$ cat src/rtl/core/assert_macros.svh
// Assertion macros shared by the speed ramp RTL.
`ifndef ASSERT_MACROS_SVH
`define ASSERT_MACROS_SVH

// Checked on every clk edge outside reset.
`define LSRG_ASSERT(lbl, prop, msg) \
  lbl: assert property (@(posedge clk) disable iff (!rst_n) (prop)) else $error(msg);

// Checked on every clk edge, reset included.
`define LSRG_ASSERT_ALWAYS(lbl, prop, msg) \
  lbl: assert property (@(posedge clk) (prop)) else $error(msg);

`endif

$ cat src/rtl/core/lsrg_pkg.sv
// Package: types and constants of the linear speed ramp generator.
`default_nettype none
package lsrg_pkg;

  localparam int SPEED_W   = 28;  // internal speed, rpm * scale, signed
  localparam int RPM_W     = 16;
  localparam int TGT_W     = 17;
  localparam int DUR_W     = 16;
  localparam int DIV_W     = 26;  // dividend magnitude bits
  localparam int DIVCNT_W  = $clog2(DIV_W + 1);
  localparam int IN_DATA_W = 40;

  typedef enum logic [1:0] {
    ACT_TICK   = 2'd0,
    ACT_SET    = 2'd1,
    ACT_FREEZE = 2'd2,
    ACT_CLEAR  = 2'd3
  } action_t;

  typedef enum logic [2:0] {
    S_IDLE,
    S_APPLY,
    S_GOAL,
    S_EVAL,
    S_SDIV,
    S_OUT
  } state_t;

  typedef struct packed {
    logic accept;     // latch input beat
    logic apply;      // tick / freeze / clear
    logic goal_ld;    // clamp and scale requested rpm
    logic eval;       // commit goal, decide step
    logic div_start;
    logic step_ld;    // step from quotient
    logic out_load;
  } ctrl_cmd_t;

  typedef struct packed {
    action_t action;
    logic    need_div;
    logic    div_done;
    logic    out_free;
  } ctrl_sts_t;

endpackage
`default_nettype wire

$ cat src/rtl/core/lsrg_div.sv
// Restoring unsigned divider, one quotient bit per cycle.
`default_nettype none
`include "assert_macros.svh"
module lsrg_div (
  input  wire logic                        clk,
  input  wire logic                        rst_n,
  input  wire logic                        start,
  input  wire logic [lsrg_pkg::DIV_W-1:0]  dividend,
  input  wire logic [lsrg_pkg::DUR_W-1:0]  divisor,
  output logic      [lsrg_pkg::DIV_W-1:0]  quotient,
  output logic                             done
);
  import lsrg_pkg::*;

  logic                busy_r, busy_nxt;
  logic                done_r, done_nxt;
  logic [DIVCNT_W-1:0] cnt_r, cnt_nxt;
  logic [DUR_W-1:0]    rem_r, rem_nxt;
  logic [DUR_W-1:0]    divisor_r, divisor_nxt;
  logic [DIV_W-1:0]    q_r, q_nxt;
  logic [DUR_W:0]      shifted;
  logic [DUR_W:0]      diff;

  assign shifted = {rem_r, q_r[DIV_W-1]};
  assign diff    = shifted - {1'b0, divisor_r};

  always_comb begin
    busy_nxt    = busy_r;
    done_nxt    = 1'b0;
    cnt_nxt     = cnt_r;
    rem_nxt     = rem_r;
    divisor_nxt = divisor_r;
    q_nxt       = q_r;
    if (start) begin
      busy_nxt    = 1'b1;
      divisor_nxt = divisor;
      cnt_nxt     = DIVCNT_W'(DIV_W);
      rem_nxt     = '0;
      q_nxt       = dividend;
    end else if (busy_r) begin
      if (!diff[DUR_W]) begin
        rem_nxt = diff[DUR_W-1:0];
        q_nxt   = {q_r[DIV_W-2:0], 1'b1};
      end else begin
        rem_nxt = shifted[DUR_W-1:0];
        q_nxt   = {q_r[DIV_W-2:0], 1'b0};
      end
      cnt_nxt = cnt_r - DIVCNT_W'(1);
      if (cnt_r == DIVCNT_W'(1)) begin
        busy_nxt = 1'b0;
        done_nxt = 1'b1;
      end
    end
  end

  always_ff @(posedge clk) begin
    if (!rst_n) begin
      busy_r <= 1'b0;
      done_r <= 1'b0;
      cnt_r  <= '0;
    end else begin
      busy_r <= busy_nxt;
      done_r <= done_nxt;
      cnt_r  <= cnt_nxt;
    end
    rem_r     <= rem_nxt;
    divisor_r <= divisor_nxt;
    q_r       <= q_nxt;
  end

  assign quotient = q_r;
  assign done     = done_r;

  `LSRG_ASSERT(a_rem_below_divisor, busy_r |-> (rem_r < divisor_r), "divider remainder overflow")
  `LSRG_ASSERT(a_done_ends_busy, done_r |-> !busy_r, "divider done while busy")

endmodule
`default_nettype wire

$ cat src/rtl/core/lsrg_dp.sv
// Datapath: ramp state, set evaluation, tick update and output register.
`default_nettype none
`include "assert_macros.svh"
module lsrg_dp #(
  parameter int SPEED_SCALE = 256
) (
  input  wire logic                           clk,
  input  wire logic                           rst_n,
  input  wire lsrg_pkg::ctrl_cmd_t            cmd,
  output lsrg_pkg::ctrl_sts_t                 sts,
  input  wire logic [lsrg_pkg::RPM_W-1:0]     max_rpm,
  input  wire logic [1:0]                     in_action,
  input  wire logic [lsrg_pkg::TGT_W-1:0]     in_target,
  input  wire logic [lsrg_pkg::DUR_W-1:0]     in_duration,
  output logic                                out_tvalid,
  input  wire logic                           out_tready,
  output logic      [lsrg_pkg::RPM_W-1:0]     out_rpm,
  output logic                                out_at_target
);
  import lsrg_pkg::*;

  localparam int ScaleW = $clog2(SPEED_SCALE + 1);
  localparam int ProdW  = RPM_W + ScaleW;

  // speed / SPEED_SCALE as a multiply by a rounded-up reciprocal;
  // exact for every speed below 2**DIV_W
  localparam int CmdShift = DIV_W + $clog2(SPEED_SCALE);
  localparam int CmdProdW = 2 * DIV_W + 1;
  localparam logic [63:0] CmdRecipFull =
      ((64'd1 << CmdShift) + 64'(SPEED_SCALE - 1)) / 64'(SPEED_SCALE);
  localparam logic [DIV_W:0] CmdRecip = CmdRecipFull[DIV_W:0];

  action_t                    act_r;
  logic signed [TGT_W-1:0]    tgt_r;
  logic [DUR_W-1:0]           dur_r;

  logic signed [SPEED_W-1:0]  now_r, now_nxt;
  logic signed [SPEED_W-1:0]  goal_r, goal_nxt;
  logic signed [SPEED_W-1:0]  step_r, step_nxt;
  logic signed [SPEED_W-1:0]  goal_tmp_r, goal_tmp_nxt;
  logic                       neg_r, neg_nxt;

  logic                       out_valid_r, out_valid_nxt;
  logic [RPM_W-1:0]           out_rpm_r, out_rpm_nxt;
  logic                       out_at_r, out_at_nxt;

  logic [RPM_W-1:0]           rpm_cl;
  logic [ProdW-1:0]           prod;
  logic signed [SPEED_W-1:0]  delta;
  logic [SPEED_W-1:0]         delta_mag;
  logic signed [SPEED_W:0]    next_sum;
  logic signed [SPEED_W:0]    goal_ext;
  logic [DIV_W-1:0]           quot;
  logic [DIV_W-1:0]           q_fix;
  logic                       div_done;
  logic [CmdProdW-1:0]        cmd_prod;
  logic [RPM_W-1:0]           rpm_now;

  // clamp requested rpm to 0..max_rpm, then scale
  always_comb begin
    if (tgt_r[TGT_W-1]) begin
      rpm_cl = '0;
    end else if (tgt_r[RPM_W-1:0] > max_rpm) begin
      rpm_cl = max_rpm;
    end else begin
      rpm_cl = tgt_r[RPM_W-1:0];
    end
  end

  assign prod      = ProdW'(rpm_cl) * ProdW'(SPEED_SCALE);
  assign delta     = goal_tmp_r - now_r;
  assign delta_mag = delta[SPEED_W-1] ? SPEED_W'(-delta) : SPEED_W'(delta);
  assign next_sum  = (SPEED_W+1)'(now_r) + (SPEED_W+1)'(step_r);
  assign goal_ext  = (SPEED_W+1)'(goal_r);
  assign q_fix     = (quot == '0) ? DIV_W'(1) : quot;

  // speed is never negative, so the low DIV_W bits carry it whole
  assign cmd_prod = CmdProdW'(now_r[DIV_W-1:0]) * CmdProdW'(CmdRecip);
  assign rpm_now  = cmd_prod[CmdShift +: RPM_W];

  lsrg_div u_div (
    .clk      (clk),
    .rst_n    (rst_n),
    .start    (cmd.div_start),
    .dividend (delta_mag[DIV_W-1:0]),
    .divisor  (dur_r),
    .quotient (quot),
    .done     (div_done)
  );

  always_comb begin
    now_nxt      = now_r;
    goal_nxt     = goal_r;
    step_nxt     = step_r;
    goal_tmp_nxt = goal_tmp_r;
    neg_nxt      = neg_r;
    if (cmd.apply) begin
      unique case (act_r)
        ACT_TICK: begin
          if ((step_r != '0) && (now_r != goal_r)) begin
            // clamp at the goal in the step's direction
            if ((!step_r[SPEED_W-1] && (next_sum > goal_ext)) ||
                (step_r[SPEED_W-1] && (next_sum < goal_ext))) begin
              now_nxt = goal_r;
            end else begin
              now_nxt = next_sum[SPEED_W-1:0];
            end
            if (now_nxt == goal_r) begin
              step_nxt = '0;
            end
          end
        end
        ACT_FREEZE: begin
          goal_nxt = now_r;
          step_nxt = '0;
        end
        ACT_CLEAR: begin
          now_nxt  = '0;
          goal_nxt = '0;
          step_nxt = '0;
        end
        default: begin
        end
      endcase
    end
    if (cmd.goal_ld) begin
      goal_tmp_nxt = $signed(SPEED_W'(prod));
    end
    if (cmd.eval) begin
      goal_nxt = goal_tmp_r;
      neg_nxt  = delta[SPEED_W-1];
      if (!sts.need_div) begin
        step_nxt = delta;  // zero delta, or a jump
      end
    end
    if (cmd.step_ld) begin
      step_nxt = neg_r ? -$signed(SPEED_W'(q_fix)) : $signed(SPEED_W'(q_fix));
    end
  end

  always_comb begin
    out_valid_nxt = out_valid_r;
    out_rpm_nxt   = out_rpm_r;
    out_at_nxt    = out_at_r;
    if (out_valid_r && out_tready) begin
      out_valid_nxt = 1'b0;
    end
    if (cmd.out_load) begin
      out_valid_nxt = 1'b1;
      out_rpm_nxt   = rpm_now;
      out_at_nxt    = (now_r == goal_r);
    end
  end

  always_ff @(posedge clk) begin
    if (!rst_n) begin
      now_r       <= '0;
      goal_r      <= '0;
      step_r      <= '0;
      out_valid_r <= 1'b0;
    end else begin
      now_r       <= now_nxt;
      goal_r      <= goal_nxt;
      step_r      <= step_nxt;
      out_valid_r <= out_valid_nxt;
    end
    goal_tmp_r <= goal_tmp_nxt;
    neg_r      <= neg_nxt;
    out_rpm_r  <= out_rpm_nxt;
    out_at_r   <= out_at_nxt;
    if (cmd.accept) begin
      act_r <= action_t'(in_action);
      tgt_r <= in_target;
      dur_r <= in_duration;
    end
  end

  assign sts.action   = act_r;
  assign sts.need_div = (delta != '0) && (dur_r != '0);
  assign sts.div_done = div_done;
  assign sts.out_free = !out_valid_r || out_tready;

  assign out_tvalid    = out_valid_r;
  assign out_rpm       = out_rpm_r;
  assign out_at_target = out_at_r;

  `LSRG_ASSERT(a_speed_nonneg, !now_r[SPEED_W-1], "current speed went negative")
  `LSRG_ASSERT(a_step_zero_at_goal, (now_r == goal_r) |-> (step_r == '0),
               "nonzero step while at goal")

endmodule
`default_nettype wire

$ cat src/rtl/core/lsrg_ctrl.sv
// Controller: sequences one beat through apply, divide and output load.
`default_nettype none
`include "assert_macros.svh"
module lsrg_ctrl (
  input  wire logic                 clk,
  input  wire logic                 rst_n,
  input  wire logic                 in_tvalid,
  output logic                      in_tready,
  input  wire lsrg_pkg::ctrl_sts_t  sts,
  output lsrg_pkg::ctrl_cmd_t       cmd
);
  import lsrg_pkg::*;

  state_t state_r, state_nxt;

  always_comb begin
    state_nxt = state_r;
    unique case (state_r)
      S_IDLE: begin
        if (in_tvalid) begin
          state_nxt = S_APPLY;
        end
      end
      S_APPLY:  state_nxt = (sts.action == ACT_SET) ? S_GOAL : S_OUT;
      S_GOAL:   state_nxt = S_EVAL;
      S_EVAL:   state_nxt = sts.need_div ? S_SDIV : S_OUT;
      S_SDIV: begin
        if (sts.div_done) begin
          state_nxt = S_OUT;
        end
      end
      S_OUT: begin
        if (sts.out_free) begin
          state_nxt = S_IDLE;
        end
      end
      default:  state_nxt = S_IDLE;
    endcase
  end

  always_comb begin
    cmd       = '0;
    in_tready = 1'b0;
    unique case (state_r)
      S_IDLE: begin
        in_tready  = 1'b1;
        cmd.accept = in_tvalid;
      end
      S_APPLY: cmd.apply = 1'b1;
      S_GOAL:  cmd.goal_ld = 1'b1;
      S_EVAL: begin
        cmd.eval      = 1'b1;
        cmd.div_start = sts.need_div;
      end
      S_SDIV:  cmd.step_ld = sts.div_done;
      S_OUT:   cmd.out_load = sts.out_free;
      default: begin
      end
    endcase
  end

  always_ff @(posedge clk) begin
    if (!rst_n) begin
      state_r <= S_IDLE;
    end else begin
      state_r <= state_nxt;
    end
  end

  `LSRG_ASSERT(a_load_when_free, cmd.out_load |-> sts.out_free,
               "output register overwritten")

endmodule
`default_nettype wire

$ cat src/rtl/core/linear_speed_ramp_generator.sv
// Top level of the linear speed ramp generator: config register and wiring.
`default_nettype none
// Each input beat (tick, set, freeze or clear) yields one output beat with the
// rpm command and the at-target flag after the action is applied. One beat is
// handled at a time. Tick, freeze and clear go from accept through the apply
// state to output load. A set goes through apply, goal load and evaluate; one
// that jumps (zero duration) or lands on the current speed then goes straight
// to output load, and any other set runs a restoring divider for the step
// (speed delta over duration, 26 iterations, one quotient bit per cycle)
// before output load. The rpm command comes from a reciprocal multiply in the
// output load cycle. A finished output beat waits in an output register, so
// the next input beat is taken while it is still pending; a beat that finishes
// while the previous one is still held waits until that one leaves. max_rpm
// sits at byte address 0; the user must write it only while the block is idle,
// as the block itself does not enforce this; it affects later set beats only.
module linear_speed_ramp_generator #(
  parameter int SPEED_SCALE = 256
) (
  input  wire logic        clk,
  input  wire logic        rst_n,
  // in_tdata: [16:0] target_rpm, [32:17] duration_ticks, [39:33] zero
  input  wire logic [39:0] in_tdata,
  // in_tuser: [1:0] action
  input  wire logic [1:0]  in_tuser,
  input  wire logic        in_tvalid,
  output logic             in_tready,
  // out_tdata: [15:0] rpm_command
  output logic [15:0]      out_tdata,
  // out_tuser: [0] at_target
  output logic [0:0]       out_tuser,
  output logic             out_tvalid,
  input  wire logic        out_tready,
  input  wire logic        cfg_psel,
  input  wire logic        cfg_penable,
  input  wire logic        cfg_pwrite,
  input  wire logic [2:0]  cfg_paddr,
  input  wire logic [31:0] cfg_pwdata,
  output logic [31:0]      cfg_prdata,
  output logic             cfg_pready
);
  import lsrg_pkg::*;

  localparam logic [RPM_W-1:0] MaxRpmReset = '1;

  logic [RPM_W-1:0] max_rpm_r, max_rpm_nxt;
  logic             cfg_wr;
  ctrl_cmd_t        cmd;
  ctrl_sts_t        sts;
  logic [RPM_W-1:0] out_rpm;
  logic             out_at;

  assign cfg_pready = 1'b1;
  assign cfg_wr     = cfg_psel && cfg_penable && cfg_pwrite && cfg_pready;

  always_comb begin
    max_rpm_nxt = max_rpm_r;
    if (cfg_wr && !cfg_paddr[2]) begin
      max_rpm_nxt = cfg_pwdata[RPM_W-1:0];
    end
  end

  always_ff @(posedge clk) begin
    if (!rst_n) begin
      max_rpm_r <= MaxRpmReset;
    end else begin
      max_rpm_r <= max_rpm_nxt;
    end
  end

  assign cfg_prdata = cfg_paddr[2] ? 32'd0 : 32'(max_rpm_r);

  lsrg_ctrl u_ctrl (
    .clk       (clk),
    .rst_n     (rst_n),
    .in_tvalid (in_tvalid),
    .in_tready (in_tready),
    .sts       (sts),
    .cmd       (cmd)
  );

  lsrg_dp #(
    .SPEED_SCALE (SPEED_SCALE)
  ) u_dp (
    .clk           (clk),
    .rst_n         (rst_n),
    .cmd           (cmd),
    .sts           (sts),
    .max_rpm       (max_rpm_r),
    .in_action     (in_tuser),
    .in_target     (in_tdata[TGT_W-1:0]),
    .in_duration   (in_tdata[TGT_W+DUR_W-1:TGT_W]),
    .out_tvalid    (out_tvalid),
    .out_tready    (out_tready),
    .out_rpm       (out_rpm),
    .out_at_target (out_at)
  );

  assign out_tdata = out_rpm;
  assign out_tuser = out_at;

endmodule
`default_nettype wire
$ cat config.mk
export PLATFORM = sky130hd
export DESIGN_NAME = linear_speed_ramp_generator
export DESIGN_NICKNAME = d
export VERILOG_FILES = /design/src/rtl/core/lsrg_pkg.sv /design/src/rtl/core/lsrg_div.sv /design/src/rtl/core/lsrg_dp.sv /design/src/rtl/core/lsrg_ctrl.sv /design/src/rtl/core/linear_speed_ramp_generator.sv
export VERILOG_INCLUDE_DIRS = /design/src /design/src/rtl/core
export SDC_FILE = /design/constraint.sdc
export NUM_CORES = 1
export LEC_CHECK = 0
export BUFFER_PORTS_ARGS = -buffer_cell sky130_fd_sc_hd__buf_2
export CAP_MARGIN = 20
export CORE_UTILIZATION = 35
export CTS_CLUSTER_SIZE = 16
export DETAILED_ROUTE_END_ITERATION = 16
export PLACE_DENSITY = 0.59
export SYNTH_ARGS = -nofsm -noshare
export SYNTH_HDL_FRONTEND = slang
export SYNTH_SLANG_ARGS = --single-unit
export TNS_END_PERCENT = 1
$ cat constraint.sdc
create_clock -name clk -period 7.31 [get_ports clk]
set_clock_uncertainty 0.15 [all_clocks]
set_input_delay 1.462 -clock clk [delete_from_list [all_inputs] [get_ports clk]]
set_output_delay 1.462 -clock clk [all_outputs]
set_load 0.05 [all_outputs]
* Word-level counts from Yosys, hierarchy flattened
Index checks and enable logic that the tools add are counted.
** Word-level totals
- Input bits :: 84
- Word-level logic and storage cells :: 123
- Register bits after elaboration :: 238
- Output and inout port bits :: 52
** Cells by class
- Reduce and logical (&&, ||, !) cells :: 30
- Order comparisons :: 3
- Equal/unequal tests :: 16
- Multiplexer cells :: 46
- $add $sub $neg :: 6
- Bitwise gates (word level) :: 2
** Operators by type and width (count)
- two-way mux 28 bit :: 14
- one-hot mux 28 bit (2 select lines) :: 3
- two-way mux 26 bit :: 4
- == test 28 bit :: 2
- nonzero test 28 bit :: 2
- two-way mux 16 bit :: 3
- adder 28 x 28 -> 29 bit :: 1
- > comparator 29 x 28 -> 1 bit :: 1
- less-than comparator 29 x 28 -> 1 bit :: 1
- inequality test 28 bit :: 1
- negation 26 -> 28 bit :: 1
- subtractor 25 x 28 -> 28 bit :: 1
- zero test 26 bit :: 1
- negation 26 bit :: 1
- one-hot mux 3 bit (6 select lines) :: 1
- subtractor 17 x 16 -> 17 bit :: 1
- > comparator 16 bit :: 1
- nonzero test 16 bit :: 1
- two-way mux 1 bit :: 14
- two-way mux 3 bit :: 4
- two-way mux 5 bit :: 2
- logical AND 1 bit :: 8
- nonzero test 2 bit :: 4
- == test 3 x 2 -> 1 bit, second input constant :: 2
- 19 further kinds :: 29

* Depth between registers and ports, before layout
Gate-level depths: netlist of the first run.
- Depth after elaboration :: 16
- Depth in mapped cells :: 26
- Mapped depth without buffers :: 24

* By module
Synthesis of the first run repeated with hierarchy kept, for this count alone.
** Second synthesis, totals
- Cells, all modules :: 1955
- Area, all modules :: 17486.8 um2
** Modules (own cells, without submodules)
- lsrg_dp :: sequential area each 3773.6 um2, cells an instance 1505, instances 1, area each 12811.0 um2
- lsrg_div :: sequential area each 1721.7 um2, cells an instance 312, instances 1, area each 3429.5 um2
- linear_speed_ramp_generator :: sequential area each 320.3 um2, cells an instance 106, instances 1, area each 987.2 um2
- lsrg_ctrl :: sequential area each 60.1 um2, cells an instance 32, instances 1, area each 259.0 um2

* Worst setup path before layout of the first run
Ideal clock, no wire load.
- Path kind :: reg2reg
- Start :: register u_dp.now_r[0]
- End :: register u_dp.step_r[27]
- Path buffers :: 1
- Setup time :: 0.076 ns
- Arrival time :: 5.336 ns
- Slack :: 1.748 ns
- Period minus slack after synthesis :: 5.562 ns
- Stages on the path, launching flop included :: 24
- Path through :: dfxtp_1 -> ha_1 -> inv_1 -> fa_1 -> nor2b_1 -> o31a_4 -> o21a_4 -> a221o_1 -> a31o_4 -> nand4_1 -> or3b_4 -> ha_1 -> and3_1 -> nand4_1 -> nor4_1 -> o41a_1 -> nor3_1 -> mux2i_1 -> mux2i_1 -> o21ai_0 -> nor3_4 -> buf_2 -> nand4_1 -> a31oi_1
** On the way
- Cells in the longest elaborated chain, start to end :: 16
- Elaborated cells between the ends (all ways) :: 23
- Those cells by class :: add/sub: 2; order compare: 2; eq/ne: 2; mux: 11; reduce/logical: 6
** Ends and longest elaborated chain
- start: declaration :: line lsrg_dp.sv:37 : logic signed [SPEED_W-1:0] now_r, now_nxt;
- start signal: assignment :: line lsrg_dp.sv:162 : now_r <= now_nxt;
- adder 28 x 28 -> 29 bit :: line lsrg_dp.sv:73 : assign next_sum = (SPEED_W+1)'(now_r) + (SPEED_W+1)'(step_r);
- > comparator 29 x 28 -> 1 bit or less-than comparator 29 x 28 -> 1 bit (tied branches) :: line lsrg_dp.sv:102, lsrg_dp.sv:103
- logical AND 1 bit (on tied branches) :: line lsrg_dp.sv:102, lsrg_dp.sv:103
- logical OR 1 bit :: line lsrg_dp.sv:102 : if ((!step_r[SPEED_W-1] && (next_sum > goal_ext)) ||
- two-way mux 28 bit :: line lsrg_dp.sv:102
- two-way mux 28 bit :: line lsrg_dp.sv:100 : if ((step_r != '0) && (now_r != goal_r)) begin
- two-way mux 28 bit :: line lsrg_dp.sv:98 : unique case (act_r)
- two-way mux 28 bit :: line lsrg_dp.sv:97 : if (cmd.apply) begin
- == test 28 bit :: line lsrg_dp.sv:108 : if (now_nxt == goal_r) begin
- two-way mux 28 bit :: line lsrg_dp.sv:108
- two-way mux 28 bit :: line lsrg_dp.sv:100
- one-hot mux 28 bit (2 select lines) :: line lsrg_dp.sv:98
- two-way mux 28 bit :: line lsrg_dp.sv:97
- two-way mux 28 bit :: line lsrg_dp.sv:132 : if (!sts.need_div) begin
- two-way mux 28 bit * :: line lsrg_dp.sv:129 : if (cmd.eval) begin
- two-way mux 28 bit * :: line lsrg_dp.sv:136 : if (cmd.step_ld) begin
- end signal: assignment :: line lsrg_dp.sv:164 : step_r <= step_nxt;
- end: declaration :: line lsrg_dp.sv:39 : logic signed [SPEED_W-1:0] step_r, step_nxt;
Every way passes the cells marked *; elsewhere a longest branch is shown, timed or not. The select of a mux whose other input is x is not followed.
A chain may end at the register's enable or synchronous reset.

* Final worst setup path of the first run
- Start :: register u_dp.step_r[6]
- End :: register u_dp.step_r[4]
** On the way
- Cells in the longest elaborated chain, start to end :: 16
- Elaborated cells between the ends (all ways) :: 20
- Those cells by class :: add/sub: 1; order compare: 2; eq/ne: 1; mux: 11; reduce/logical: 5
** Ends and longest elaborated chain (line)
- adder 28 x 28 -> 29 bit :: lsrg_dp.sv:73
- > comparator 29 x 28 -> 1 bit or less-than comparator 29 x 28 -> 1 bit (tied branches) :: lsrg_dp.sv:102, lsrg_dp.sv:103
- logical AND 1 bit (on tied branches) :: lsrg_dp.sv:102, lsrg_dp.sv:103
- logical OR 1 bit :: lsrg_dp.sv:102
- two-way mux 28 bit :: lsrg_dp.sv:102
- two-way mux 28 bit :: lsrg_dp.sv:100
- two-way mux 28 bit :: lsrg_dp.sv:98
- two-way mux 28 bit :: lsrg_dp.sv:97
- == test 28 bit :: lsrg_dp.sv:108
- two-way mux 28 bit :: lsrg_dp.sv:108
- two-way mux 28 bit * :: lsrg_dp.sv:100
- one-hot mux 28 bit (2 select lines) * :: lsrg_dp.sv:98
- two-way mux 28 bit * :: lsrg_dp.sv:97
- two-way mux 28 bit :: lsrg_dp.sv:132
- two-way mux 28 bit * :: lsrg_dp.sv:129
- two-way mux 28 bit * :: lsrg_dp.sv:136
Marks and branches as above.

==> metrics.txt, run 1 <==
routability cong. 0.952; relative slew slack 0.171; num rows 80; worst hold path class register to register; Hold Buf Count CTS 0; Period Utilization, post-route 0.896; max-slew violation count 0; Clock Power Share 0.388; vias per std cell 5.57; CP endpoint kind register; antenna cell count 0; crit start category register; maximum vdd ir drop 253 µV; minimum clock period 6550 ps; Psw 0.00119 W; capture point of the worst path u_dp.step_r[4]$_SDFF_PN0_; Critical Path RT 7670 ps; FFs w/ async S/R, synth 0; via count 15,000; RSZ-0062 raised after global routing no; reg-to-reg endpoint u_dp.step_r[4]$_SDFF_PN0_; Syn. warnings 0; CTS max path bufs 3; vias in the first global route 14,400; Area growth syn-to-layout 11.8%; Reg area 0.00588 mm²; Worst Path Arrival 6900 ps; Unique masters post-synth 99; average wire per cell in the routed design 19.6 µm; synthesized area 0.0171 mm²; Layout Cells excl Fill 2,683; internal power 0.00280 W; # port buffers 93; clock buffer count from CTS 29; drt drc 0; layout cell share with drive strength beyond 1 0.106; maximum clock rate 0.153 GHz; WL final 52.5 mm; First-pass DRT Iterations 6; Power Dens Cells 208 mW/mm²; DP HPWL 40.2 mm; Chip Width 223 µm; multi-input combinational cell area 0.0103 mm²; Power Total 0.00399 W; Die Ht 223 µm; MaxCap Viol Count 0; Placed Cells 2,628; total negative slack 0 ps; post-CTS setup buffers 0; IO Pins 136; flops & latches, synth 238; Crit. Startpoint u_dp.step_r[6]$_SDFF_PN0_; first-pass GRT wire length 82.1 mm; initial antenna violation count 0; sw frac 0.298; fin nets 2,240; static power due to leakage 7.58 nW; post_cts resized 0; dominant register cell in the synthesized netlist dfxtp_1; CTS tree built; sequential element share of the synthesized area 0.343; Syn Area/Cell 8.56 µm²; largest net degree at the start of global routing 56; Worst-Margin Slew 1240 ps; Cells after Synth 2,002; fill cell count 4,845; final setup violation count 0; core box area 0.0480 mm²; CP Class register to register; Register-to-Register Path Depth 23; CTS clk-pin slew, worst paths 60 ps; final hold vios 0; worst skew pair latency 580 ps; gr usage total 0.209; die area 0.0498 mm²; sequential group share of total power 0.394; setup slack, reg-to-reg 760 ps; # clock sinks 238; proportion of power drawn by combinational gates 0.218; # H-tree levels 1; DRT antenna net count 0; Reg-to-Reg Start u_dp.step_r[6]$_SDFF_PN0_; CTS root buf clkbuf_16; Initial Util 0.357; status finished, final reports clean; gr ovfl total 0; number of synthesized flops with an enable pin 111; crit-path max FO 21; drt initial violations 1,057
## critical path, stage by stage, from the launching register on
cell and delay, ps:
dfxtp_1 370, ha_1 530, nand3_1 210, nor4_2 470, o21bai_1 270, a211oi_1 570, o211ai_1 260, nand2_1 150
a21o_1 180, a21oi_1 90, xnor2_1 160, ha_1 300, nand4_1 170, nor4_1 330, buf_4 190, o41a_1 170
nor3_1 60, mux2i_1 350, mux2i_4 350, o21ai_0 210, nor3_4 410, buf_12 220, a32oi_1 110, a21oi_1 160
## layer usage
metal  wire length, µm  up-vias  global-route usage
li1                  -     7336                   -
met1             24200     7112               0.286
met2             23800      424               0.341
met3              3000       83              0.0308
met4              1470        0              0.0597
met5                 0        -                   0
## worst min-delay path by stage
| stage | start | endpoint | slack [ps] | cells past startpoint |
|---|---|---|---|---|
| final | u_dp.dur_r[11]$_DFFE_PP_ | u_dp.u_div.divisor_r[11]$_DFFE_PP_ | 300 | 0 |
| after global routing | u_dp.dur_r[15]$_DFFE_PP_ | u_dp.u_div.divisor_r[15]$_DFFE_PP_ | 310 | 0 |
| after CTS | u_dp.dur_r[11]$_DFFE_PP_ | u_dp.u_div.divisor_r[11]$_DFFE_PP_ | 300 | 0 |
| after detailed placement | u_dp.dur_r[11]$_DFFE_PP_ | u_dp.u_div.divisor_r[11]$_DFFE_PP_ | 290 | 0 |
| after global placement | u_dp.dur_r[14]$_DFFE_PP_ | u_dp.u_div.divisor_r[14]$_DFFE_PP_ | 280 | 0 |
| after floorplan | u_dp.dur_r[10]$_DFFE_PP_ | u_dp.u_div.divisor_r[10]$_DFFE_PP_ | 280 | 0 |
## power groups by stage
stage | clock, W | combinational, W | sequential (W)
global placement | 0 | 0.000852 | 0.00159
finish | 0.00155 | 0.000868 | 0.00157
floorplan | 0 | 0.000683 | 0.00158
global route | 0.00163 | 0.000963 | 0.00158
detailed placement | 0 | 0.000865 | 0.00160
CTS | 0.00158 | 0.000872 | 0.00157
## cell families (layout without fill, tap and decap cells)
kind of cell,count (synthesis),count (layout),share of synthesized area
buffers and inverters,249,300,0.0614
and+or+nand+nor,656,656,0.194
AOI/OAI and AO/OA,540,540,0.207
adders and majority gates,111,111,0.0819
xor gates and xnor gates,156,156,0.0826
other,2,17,0.000438
muxes,50,50,0.0299
DFF,238,238,0.343
## cell usage in the layout (no fill, tap or decap), types with 24 or more instances in the layout
cell type and instances:
a21o_1 27, a21oi_1 162, a31oi_1 26, and2_1 38
buf_2 93, buf_4 33, clkbuf_16 29, dfxtp_1 127
edfxtp_1 111, ha_1 109, inv_1 116, mux2i_1 40
nand2_1 129, nand3_1 91, nand4_1 24, nor2_1 184
nor3_1 35, nor4_1 32, o211ai_1 41, o21ai_0 116
xnor2_1 94, xor2_1 58
## through the flow
step / cell area, µm² / worst slack, ps / util / hold slack, ps
detailed placement: 18100 / 928 / 0.378 / 287
floorplan: 17200 / 1750 / - / 277
global placement: 18100 / 921 / 0.378 / 285
global route: 19200 / 410 / 0.399 / 311
finish: 19200 / 763 / 0.399 / 301
CTS: 19200 / 860 / 0.399 / 301
## cell type report
| class | instances | area share |
|---|---|---|
| clock buffer | 38 | 0.0396 |
| clock inverter | 16 | 0.0129 |
| inverter | 117 | 0.0229 |
| multi-input combinational | 1530 | 0.538 |
| sequential | 238 | 0.307 |
| tap | 615 | 0.0402 |
| timing repair buffer | 129 | 0.0400 |
## cells in the mapped netlist (35+ instances only)
master / number / area [µm²]
o211ai_1: 41 / 308
nand2_1: 129 / 484
xor2_1: 58 / 508
nand3_1: 91 / 455
and2_1: 38 / 238
nor2_1: 185 / 694
mux2i_1: 41 / 410
o21ai_0: 116 / 581
clkbuf_1: 84 / 315
inv_1: 116 / 435
dfxtp_1: 127 / 2540
ha_1: 109 / 1360
edfxtp_1: 111 / 3330
a21oi_1: 162 / 811
nor3_1: 35 / 175
xnor2_1: 94 / 823
## state kept, by name (all words and copies together) (netlist names), 5 cells and up
register	flops
u_dp.out_rpm	16
u_dp.goal_tmp_r	16
u_dp.step_r	28
u_dp.tgt_r	17
u_dp.goal_r	28
u_dp.u_div.cnt_r	5
u_dp.u_div.quotient	26
u_dp.now_r	28
max_rpm_r	16
u_dp.u_div.rem_r	16
u_dp.dur_r	16
u_dp.u_div.divisor_r	16
(Power assumes the default switching activity.)
==> inputs of run 2 (changes only) <==
- CAP_MARGIN: 20 -> unset
- CTS_BUF_LIST: unset -> sky130_fd_sc_hd__clkbuf_4 sky130_fd_sc_hd__clkbuf_8
- SETUP_SLACK_MARGIN: unset -> 0.3
==> metrics.txt, run 2 (same netlist as run 1, synthesis figures left out) <==
drt drc 0; initial antenna violation count 0; CP Class register to register; final hold vios 0; status finished, final reports clean; Die Ht 223 µm; relative slew slack 0.179; CTS clk-pin slew, worst paths 60 ps; CTS tree built; DP HPWL 40.2 mm; vias per std cell 5.55; # H-tree levels 2; via count 15,100; Register-to-Register Path Depth 23; setup slack, reg-to-reg 650 ps; routability cong. 0.952; MaxCap Viol Count 0; post-CTS setup buffers 0; fill cell count 4,861; vias in the first global route 14,500; Power Dens Cells 206 mW/mm²; capture point of the worst path u_dp.step_r[15]$_SDFF_PN0_; static power due to leakage 7.64 nW; total negative slack 0 ps; commonest cells after routing, fill and taps aside 184 x nor2_1, 162 x a21oi_1, 129 x nand2_1; final setup margin 648 ps; Area growth syn-to-layout 12.1%; Reg-to-Reg Start u_dp.step_r[6]$_SDFF_PN0_; crit start category register; clock buffer count from CTS 47; CP Depth 23; Worst-Margin Slew 1230 ps; minimum clock period 6660 ps; num rows 80; CTS root buf clkbuf_8; Period Utilization, post-route 0.911; final core utilization 0.400; worst skew pair latency 630 ps; maximum clock rate 0.150 GHz; Initial Util 0.357; gr ovfl total 0; max-slew violation count 0; crit-path max FO 21; first-pass GRT wire length 82.0 mm; CP endpoint kind register; worst path cell trace ha_1, nand3_1, nor4_2, o21bai_1, a211oi_1, o211ai_1, nand2_1, a21o_1, a21oi_1, xnor2_1, ha_1, nand4_1, nor4_1, buf_4, o41a_1, nor3_1, mux2i_1, mux2i_4, o21ai_0, nor3_4, buf_12, a32oi_1, a21oi_1; Largest regs u_dp.goal_r (28), u_dp.now_r (28), u_dp.step_r (28); # port buffers 93; post_cts resized 0; # clock sinks 238; gr usage total 0.210; antenna cell count 0; worst stage delay on the critical path 620 ps; average wire per cell in the routed design 19.4 µm; WL final 52.6 mm; Layout Cells excl Fill 2,716; pre-CTS setup slack 928 ps; First-pass DRT Iterations 6; DRT antenna net count 0; drt initial violations 1,171; reg-to-reg endpoint u_dp.step_r[15]$_SDFF_PN0_; layout cell share with drive strength beyond 1 0.124; delay-heaviest family, CP compound AO/OA/AOI/OAI gates; final setup violation count 0; IO Pins 136; Slowest-stage cell, CP a211oi_1; Hold Buf Count CTS 0; Chip Width 223 µm; worst hold path class register to register; fin nets 2,257; die area 0.0498 mm²; Placed Cells 2,628; largest net degree at the start of global routing 56; Critical path buffers and inverters 2; core box area 0.0480 mm²; Crit. Startpoint u_dp.step_r[6]$_SDFF_PN0_; Worst Path Arrival 7050 ps; maximum vdd ir drop 177 µV; RSZ-0062 raised after global routing no; commonest non-fill, non-tap cell in the layout nor2_1; Critical Path RT 7700 ps; CTS max path bufs 3
[run 2: area by class of cell]
cell class	count	area [µm²]	share of cell area
clock buffers	68	848	0.0442
clock inverters	20	214	0.0111
flip-flops and latches	238	5880	0.306
multi-input cells	1530	10300	0.537
inverters	117	439	0.0229
repair buffers	128	753	0.0392
well taps	615	769	0.0401
[run 2: where the power goes]
part           switching (W)  leakage, nW  internal, W
clock               0.000626        0.553     0.000895
sequential         0.0000780         2.03      0.00149
combinational       0.000508         5.05     0.000361
[run 2: how the worst min path moves through the flow]
stage | startpoint | to | slack, ps | cells after the start
after floorplan | u_dp.dur_r[10]$_DFFE_PP_ | u_dp.u_div.divisor_r[10]$_DFFE_PP_ | 280 | 0
after global placement | u_dp.dur_r[14]$_DFFE_PP_ | u_dp.u_div.divisor_r[14]$_DFFE_PP_ | 280 | 0
after detailed placement | u_dp.dur_r[11]$_DFFE_PP_ | u_dp.u_div.divisor_r[11]$_DFFE_PP_ | 290 | 0
after CTS | u_dp.dur_r[11]$_DFFE_PP_ | u_dp.u_div.divisor_r[11]$_DFFE_PP_ | 300 | 0
after global routing | u_dp.dur_r[14]$_DFFE_PP_ | u_dp.u_div.divisor_r[14]$_DFFE_PP_ | 310 | 0
final | u_dp.dur_r[11]$_DFFE_PP_ | u_dp.u_div.divisor_r[11]$_DFFE_PP_ | 300 | 0
[run 2: per-stage QoR]
stage / hold slack, ps / power, W / cell area (µm²)
6_report: 302 / 0.00396 / 19200
5_1_grt: 314 / 0.00417 / 19200
4_1_cts: 301 / 0.00401 / 19200
3_5_place_dp: 287 / 0.00246 / 18100
3_3_place_gp: 285 / 0.00245 / 18100
2_1_floorplan: 277 / 0.00226 / 17200
[run 2: worst reg2reg max path, cell delays in order (launching register included)]
cell and delay, ps:
dfxtp_1 370, ha_1 540, nand3_1 220, nor4_2 460
o21bai_1 250, a211oi_1 620, o211ai_1 260, nand2_1 160
a21o_1 180, a21oi_1 90, xnor2_1 160, ha_1 300
nand4_1 170, nor4_1 330, buf_4 180, o41a_1 170
nor3_1 60, mux2i_1 360, mux2i_4 360, o21ai_0 230
nor3_4 420, buf_12 220, a32oi_1 130, a21oi_1 200
[run 2: per-layer routing]
layer | wire [µm] | vias up | share of wire | track usage
met5 | 0 | - | 0 | 0
met4 | 1550 | 0 | 0.030 | 0.0678
met3 | 3280 | 101 | 0.062 | 0.0396
met2 | 23700 | 459 | 0.45 | 0.337
met1 | 24100 | 7139 | 0.46 | 0.284
li1 | - | 7378 | - | -
